$ cat src/rtl/core/dwr_pkg.sv
// shared types and constants for the deque with reverse flag
package dwr_pkg;

    localparam int COUNT_W = 11;
    localparam int VALUE_W = 16;

    typedef enum logic [1:0] {
        CMD_CLEAR   = 2'd0,
        CMD_LOAD    = 2'd1,
        CMD_REVERSE = 2'd2,
        CMD_DELETE  = 2'd3
    } t_cmd;

    typedef enum logic [1:0] {
        ST_OK      = 2'd0,
        ST_EMPTY   = 2'd1,
        ST_FULL    = 2'd2,
        ST_IGNORED = 2'd3
    } t_status;

    // operations issued by the controller to the datapath
    typedef struct packed {
        logic accept;
        logic clear;
        logic load;
        logic flip;
        logic remove;
        logic fault;
    } t_dp_ctrl;

    // datapath flags seen by the controller
    typedef struct packed {
        logic empty;
        logic full;
        logic error;
    } t_dp_stat;

endpackage

$ cat src/rtl/core/dwr_ctrl.sv
// request controller: decodes commands, sequences result handshake
module dwr_ctrl (
    input  logic              i_clk,
    input  logic              i_rst_n,
    input  logic              i_in_valid,
    output logic              o_in_ready,
    output logic              o_out_valid,
    input  logic              i_out_ready,
    input  logic [1:0]        i_command,
    input  dwr_pkg::t_dp_stat i_stat,
    output dwr_pkg::t_dp_ctrl o_ctrl,
    output logic [1:0]        o_status
);
    import dwr_pkg::*;

    typedef enum logic {
        S_IDLE,
        S_HOLD
    } t_state;

    t_state   r_state;
    t_status  r_status;
    t_status  n_status;
    t_cmd     cmd;
    logic     accept;
    t_dp_ctrl ctrl;

    assign accept = (r_state == S_IDLE) && i_in_valid;
    assign cmd    = t_cmd'(i_command);

    always_comb begin
        ctrl     = '0;
        n_status = ST_OK;
        if (accept) begin
            ctrl.accept = 1'b1;
            if (cmd == CMD_CLEAR) begin
                ctrl.clear = 1'b1;
            end else if (i_stat.error) begin
                n_status = ST_IGNORED;
            end else begin
                unique case (cmd)
                    CMD_LOAD: begin
                        if (i_stat.full) begin
                            n_status = ST_FULL;
                        end else begin
                            ctrl.load = 1'b1;
                        end
                    end
                    CMD_REVERSE: begin
                        ctrl.flip = 1'b1;
                    end
                    CMD_DELETE: begin
                        if (i_stat.empty) begin
                            n_status   = ST_EMPTY;
                            ctrl.fault = 1'b1;
                        end else begin
                            ctrl.remove = 1'b1;
                        end
                    end
                    default: begin
                    end
                endcase
            end
        end
    end

    always_ff @(posedge i_clk) begin
        if (!i_rst_n) begin
            r_state <= S_IDLE;
        end else begin
            unique case (r_state)
                S_IDLE: begin
                    if (accept) begin
                        r_state  <= S_HOLD;
                        r_status <= n_status;
                    end
                end
                S_HOLD: begin
                    if (i_out_ready) begin
                        r_state <= S_IDLE;
                    end
                end
                default: begin
                    r_state <= S_IDLE;
                end
            endcase
        end
    end

    assign o_ctrl      = ctrl;
    assign o_in_ready  = (r_state == S_IDLE);
    assign o_out_valid = (r_state == S_HOLD);
    assign o_status    = r_status;

endmodule

$ cat config.mk
export PLATFORM = sky130hd
export DESIGN_NAME = dwr_ctrl
export DESIGN_NICKNAME = d
export VERILOG_FILES = /design/src/rtl/core/dwr_pkg.sv /design/src/rtl/core/dwr_ctrl.sv
export SDC_FILE = /design/constraint.sdc
export NUM_CORES = 1
export LEC_CHECK = 0
export BUFFER_PORTS_ARGS = -buffer_cell sky130_fd_sc_hd__buf_2
export CAP_MARGIN = 15
export CELL_PAD_IN_SITES_DETAIL_PLACEMENT = 1
export CELL_PAD_IN_SITES_GLOBAL_PLACEMENT = 1
export CORE_AREA = 2 2 39 41
export CTS_CLUSTER_SIZE = 10
export DETAILED_ROUTE_END_ITERATION = 7
export DIE_AREA = 0 0 41 43
export PLACE_DENSITY_LB_ADDON = 0.1
export SLEW_MARGIN = 30
export SYNTH_ARGS = -nofsm -noshare
export SYNTH_HDL_FRONTEND = slang
export SYNTH_SLANG_ARGS = --single-unit
$ cat constraint.sdc
create_clock -name i_clk -period 1.92 [get_ports i_clk]
set_clock_uncertainty 0.1 [all_clocks]
set_input_delay 0.384 -clock i_clk [delete_from_list [all_inputs] [get_ports i_clk]]
set_output_delay 0.384 -clock i_clk [all_outputs]
set_load 0.005 [all_outputs]
# Word-level counts from Yosys, hierarchy flattened
# Cells that the tools add are included.
# totals
register_bits	3
word_cells	26
# classes
eq_ne	3
muxes	17
bitwise	1
n_reduce_logical	3
# op_table
operator	count
$mux 1	9
$mux 4	2
$mux 2	3
$mux 6	1
$eq 2x2->1 const B	2
$pmux 2 s2	1
$reduce_and 3->1	1
$eq 2x1->1 const B	1
$logic_not 2->1	1
$pmux 1 s2	1
$logic_and 1x1->1	1
$not 1->1	1

# Longest topological paths before layout
# Gate-level depths: netlist of run 1.
# depth
ltp_word	5
depth_mapped	3

# Worst setup path before layout of run 1
# No wires, ideal clock.
# synth_timing
path_kind	in2out
from	in i_command[1]
to	out o_ctrl[2] (netlist bit)
arrival_time_ns	0.824
t_required_ns	1.436
path_slack_ns	0.612
cell_stages	2
path_buffers	1
path_cell_list	clkbuf_2 -> nor4b_1
# synth_rtl
element	line	rtl
start: declaration	dwr_ctrl.sv:9	input logic [1:0] i_command,
end: declaration	dwr_ctrl.sv:11	output dwr_pkg::t_dp_ctrl o_ctrl,

==> results.py, run 1 <==
metrics = {
    "placed_design": {
        "port-buffer-count": 18,
        "hpwl_um": 476,
        "dp_cells": 55,
        "place_ws_ps": 359,
        "place_congestion": 0.603,
    },
    "sta": {
        "slew_violations": 0,
        "worst_pin_slew_ps": 223,
        "setup_ws_ps": 263,
        "relSlewSlack_pct": 84.9,
        "fin_setup_tns_ps": 0,
        "setup_violations": 0,
        "timing.final.crit_share_pct": 86.3,
        "period_needed_ps": 1660,
        "rsz0062_at_grt": "no",
        "fmax_mhz": 604,
        "hold_viol": 0,
    },
    "synth": {
        "postSynthAreaPerCell_um2": 9.25,
        "syn_area_um2": 213,
        "ys_seq_area_share_pct": 37.6,
        "yosysUniqueCellTypes": 18,
        "yosysWarnings": 0,
        "netlist_instances": 23,
        "syn_nets": 32,
        "ys_seq_elements": 3,
    },
    "clock_tree": {
        "numClockSinks": 3,
        "clockBufferDepth": 2,
        "root_buffer": "clkbuf_4",
        "clk_latency_ps": 230,
        "cts_resized": 0,
        "htree_levels": 1,
        "holdBufCountCts": 0,
        "cts_tree": "yes",
        "clkTransAtPathRegs_ps": 40,
        "postCtsSetupRepairBufs": 0,
        "cts_buffers": 3,
    },
    "route": {
        "wl_um": 578,
        "viasPerCell": 4.07,
        "post-route-drc-count": 0,
        "drtPass1Iterations": 1,
        "antenna_left": 0,
        "wire_per_inst_um": 9.80,
        "detail_route.iter0.violations": 0,
        "vias": 240,
    },
    "worst_hold_path": {
        "hold_path_startpoint": "i_rst_n",
        "hold_class": "input pin to register",
        "hold_depth": 2,
    },
    "power_and_ir_drop": {
        "p_per_area_nw_per_um2": 677,
        "seq_power_share_pct": 33.7,
        "combPwrFrac_pct": 18.0,
        "ir_drop_v": 0.000123,
        "power.share.clock_pct": 48.4,
        "p_sw_share_pct": 23.9,
        "p_leak_nw": 0.173,
        "intPower_mw": 0.173,
        "p_sw_mw": 0.0544,
    },
    "floorplan": {
        "core_region_area_um2": 1380,
        "io_pins": 19,
        "start_util_pct": 15.4,
        "rows": 14,
        "die_h_um": 43,
        "dieArea_um2": 1760,
        "die_w_um": 41,
    },
    "finish": {
        "post-route-util_pct": 24.3,
        "layout-drive-gt1-share_pct": 53.5,
        "diodes": 0,
        "fin_nets": 53,
        "syn_to_final_growth_pct": 58.2,
        "instances_no_fill": 59,
    },
    "setup_path": {
        "ff2ff_setup_slack_ps": 780,
        "crit_path_start_kind": "register",
        "arrival_ps": 1170,
        "reg2regPathDepth": 3,
        "crit_fanout": 6,
        "crit_start": "o_out_valid$_SDFF_PN0_",
        "path_class": "register to primary output",
        "reg2reg_from": "o_out_valid$_SDFF_PN0_",
        "worstPathRequired_ps": 1440,
        "endpoint_kind": "primary output",
    },
    "global_routing": {
        "grt_usage_pct": 8.93,
        "grt_max_degree": 10,
        "grt_pass1_wl_um": 986,
        "grt_pass1_vias": 234,
        "grt-ovfl-total": 0,
        "antenna_found_initial": 0,
    },
    "run": {
        "cap_violations": 0,
    },
    "outcome": {
        "status": "complete, no violations",
    },
}
kinds of logic after synthesis:
| family | after synthesis | synth area share [%] |
|---|---|---|
| simple gates | 13 | 41.8 |
| buf+inv | 4 | 9.41 |
| flops | 3 | 37.6 |
| compound gates | 3 | 11.2 |
worst max-delay path: stages (launching register included):
cell and delay, ps:
dfxtp_1 350, nand4bb_1 280, nor3b_2 180, buf_2 130
final cells by class:
type                            count  area [µm²]
Sequential cell                     3        80.1
Fill cell                         178        1050
Inverter                            2        7.51
Tap cell                           16        20.0
Multi-Input combinational cell     16         113
Timing Repair Buffer               18        90.1
Clock buffer                        4        26.3
power groups by stage:
stage / sequential [mW] / combinational [mW] / clock, mW
2_1_floorplan: 0.0776 / 0.0212 / 0
3_3_place_gp: 0.0774 / 0.0411 / 0
3_5_place_dp: 0.0778 / 0.0419 / 0
4_1_cts: 0.0769 / 0.0421 / 0.119
5_1_grt: 0.0770 / 0.0473 / 0.124
6_report: 0.0767 / 0.0409 / 0.110
sequential cells by signal, indices dropped and copies added (netlist names):
signal	cells
o_out_valid	1
o_status	2
layout by cell type, fill, tap and decap left out:
cell / count
nand2b_4: 1
buf_2: 18
o211a_1: 1
o22a_1: 1
o21ai_0: 1
clkbuf_1: 1
nor4b_1: 1
edfxtp_1: 2
nand2_1: 3
clkbuf_4: 3
nand3_1: 1
nor2b_1: 1
nor2_1: 1
and2_1: 1
inv_1: 2
nor3_1: 2
dfxtp_1: 1
nand4bb_1: 1
nor3b_2: 1
Yosys cell counts, drive strengths merged:
cell type | n | area share (%)
nand2 | 3 | 5.3
edfxtp | 2 | 28
inv | 2 | 3.5
nor3 | 2 | 4.7
and2 | 1 | 2.9
buf | 1 | 3.5
clkbuf | 1 | 2.4
dfxtp | 1 | 9.4
nand2b | 1 | 6.5
nand3 | 1 | 2.4
nand4bb | 1 | 5.3
nor2 | 1 | 1.8
nor2b | 1 | 2.9
nor3b | 1 | 5.9
nor4b | 1 | 4.1
o211a | 1 | 4.7
o21ai | 1 | 2.4
o22a | 1 | 4.1
path summary, 6_finish.rpt:
| kind | to |
|---|---|
| worst min-delay path | o_out_valid$_SDFF_PN0_ |
| worst max-delay path | o_ctrl[1] |
| worst min register to register | o_out_valid$_SDFF_PN0_ |
| worst max register to register | o_status[1]$_SDFFCE_PP0P_ |
metal layers:
layer / GRT usage, % / part of all wire (%) / wire [µm] / vias up
li1: - / - / - / 120
met1: 8.97 / 38 / 217 / 105
met2: 11.3 / 49 / 284 / 13
met3: 5.24 / 12 / 68 / 2
met4: 10.0 / 1.2 / 7 / 0
met5: 0 / 0 / 0 / -
per-stage QoR:
step	instance area, µm²	hold slack, ps	power [mW]
6_report	337	295	0.228
5_1_grt	337	291	0.248
4_1_cts	337	287	0.238
3_5_place_dp	310	477	0.120
3_3_place_gp	310	461	0.118
2_1_floorplan	213	432	0.0988
Power figures use the tool's default switching activity.
==> run 2, diff against run 1 <==
RECOVER_POWER = 50   (was unset)
==> results.py, run 2 (same netlist as run 1, synthesis figures left out) <==
metrics = {
    "worst_hold_path": {
        "hold_depth": 2,
        "hold_class": "input pin to register",
        "hold_end": "o_out_valid$_SDFF_PN0_",
        "hold_path_startpoint": "i_rst_n",
    },
    "global_routing": {
        "grt_max_degree": 10,
        "grt_pass1_wl_um": 986,
        "grt_usage_pct": 8.93,
        "antenna_found_initial": 0,
        "grt_pass1_vias": 234,
        "grt-ovfl-total": 0,
    },
    "setup_path": {
        "critPathSlowestCell": "dfxtp_1",
        "crit_path_start_kind": "register",
        "cp_top_family": "simple AND/OR/NAND/NOR gates",
        "crit_start": "o_out_valid$_SDFF_PN0_",
        "reg2regPathDepth": 3,
        "crit_fanout": 6,
        "reg2reg_from": "o_out_valid$_SDFF_PN0_",
        "endpoint_kind": "primary output",
        "worstPathRequired_ps": 1440,
        "path_class": "register to primary output",
        "ff2ff_setup_slack_ps": 720,
        "path_cells": "nand4bb_1 > nor3b_2 > buf_2",
        "critPathBufInv": 1,
        "arrival_ps": 1170,
        "r2r-end": "o_status[1]$_SDFFCE_PP0P_",
        "max_stage_delay_ps": 340,
    },
    "floorplan": {
        "die_w_um": 41,
        "core_region_area_um2": 1380,
        "rows": 14,
        "start_util_pct": 15.4,
        "die_h_um": 43,
        "io_pins": 19,
        "dieArea_um2": 1760,
    },
    "sta": {
        "hold_viol": 0,
        "setup_violations": 0,
        "period_needed_ps": 1650,
        "timing.final.crit_share_pct": 86.1,
        "relSlewSlack_pct": 78.8,
        "fin_setup_tns_ps": 0,
        "rsz0062_at_grt": "no",
        "fmax_mhz": 605,
        "slew_violations": 0,
        "worst_pin_slew_ps": 319,
    },
    "clock_tree": {
        "clk_latency_ps": 230,
        "htree_levels": 1,
        "postCtsSetupRepairBufs": 0,
        "numClockSinks": 3,
        "clockBufferDepth": 2,
        "cts_tree": "yes",
        "root_buffer": "clkbuf_4",
        "cts_buffers": 3,
        "cts_resized": 0,
        "clkTransAtPathRegs_ps": 40,
        "holdBufCountCts": 0,
    },
    "power_and_ir_drop": {
        "p_leak_nw": 0.160,
        "p_per_area_nw_per_um2": 690,
        "ir_drop_v": 0.000123,
    },
    "route": {
        "drtPass1Iterations": 3,
        "wire_per_inst_um": 9.93,
        "viasPerCell": 4.05,
        "post-route-drc-count": 0,
        "vias": 239,
        "detail_route.iter0.violations": 1,
        "wl_um": 586,
        "antenna_left": 0,
    },
    "placed_design": {
        "dp_cells": 55,
        "hpwl_um": 476,
        "place_congestion": 0.603,
        "port-buffer-count": 18,
    },
    "finish": {
        "fin_nets": 53,
        "largest_reg_flops": 2,
        "fillers": 178,
        "diodes": 0,
        "layout_commonest_cell": "buf_2",
        "instances_no_fill": 59,
        "syn_to_final_growth_pct": 52.9,
        "layout-drive-gt1-share_pct": 44.2,
        "final_cell_mix": "15 x buf_2, 4 x clkbuf_1, 3 x nand2_1, 3 x clkbuf_4",
    },
    "run": {
        "cap_violations": 0,
    },
    "outcome": {
        "status": "complete, no violations",
    },
}
## run 2: area by class of cell
type,instances,area [µm²],share of cell area (%)
multi-input combinational,16,105,32.3
timing repair buffer,18,86.3,26.5
sequential,3,80.1,24.6
clock buffer,4,26.3,8.08
tap,16,20.0,6.15
inverter,2,7.51,2.31
## run 2: through the flow
stage / util (%) / setup WS [ps] / power (mW) / cell area, µm² / hold WS [ps]
finish: 23.5 / 267 / 0.224 / 325 / 296
global route: 23.5 / 112 / 0.245 / 325 / 292
CTS: 24.3 / 224 / 0.238 / 337 / 287
detailed placement: 22.4 / 359 / 0.120 / 310 / 477
global placement: 22.4 / 377 / 0.118 / 310 / 461
floorplan: - / 612 / 0.0988 / 213 / 432
## run 2: power breakdown
part	internal (mW)	switching (mW)	leakage (nW)
Clock	0.0778	0.0322	0.0150
Combinational	0.0191	0.0186	0.118
Sequential	0.0738	0.00283	0.0270
Total	0.171	0.0536	0.160
## run 2: layer usage
metal / track usage [%] / share of wire, % / wire [µm] / vias up
met5: 0 / 0 / 0 / -
met4: 10.0 / 0 / 0 / 0
met3: 5.24 / 15 / 85 / 0
met2: 11.3 / 49 / 287 / 13
met1: 8.97 / 36 / 213 / 106
li1: - / - / - / 120
## run 2: worst reg2reg max path: cells and delay by family, from the launching register on
| family | cells | cell delay (ps) |
|---|---|---|
| simple gates | 2 | 370 |
| flops | 1 | 340 |
| buf+inv | 1 | 80 |
## run 2: worst max path at each step
| stage | depth (start not counted) | end |
|---|---|---|
| 2_1_floorplan | 2 | o_ctrl[2] |
| 3_3_place_gp | 4 | o_ctrl[1] |
| 3_5_place_dp | 4 | o_ctrl[3] |
| 4_1_cts | 3 | o_ctrl[3] |
| 5_1_grt | 3 | o_ctrl[3] |
| 6_report | 3 | o_ctrl[1] |
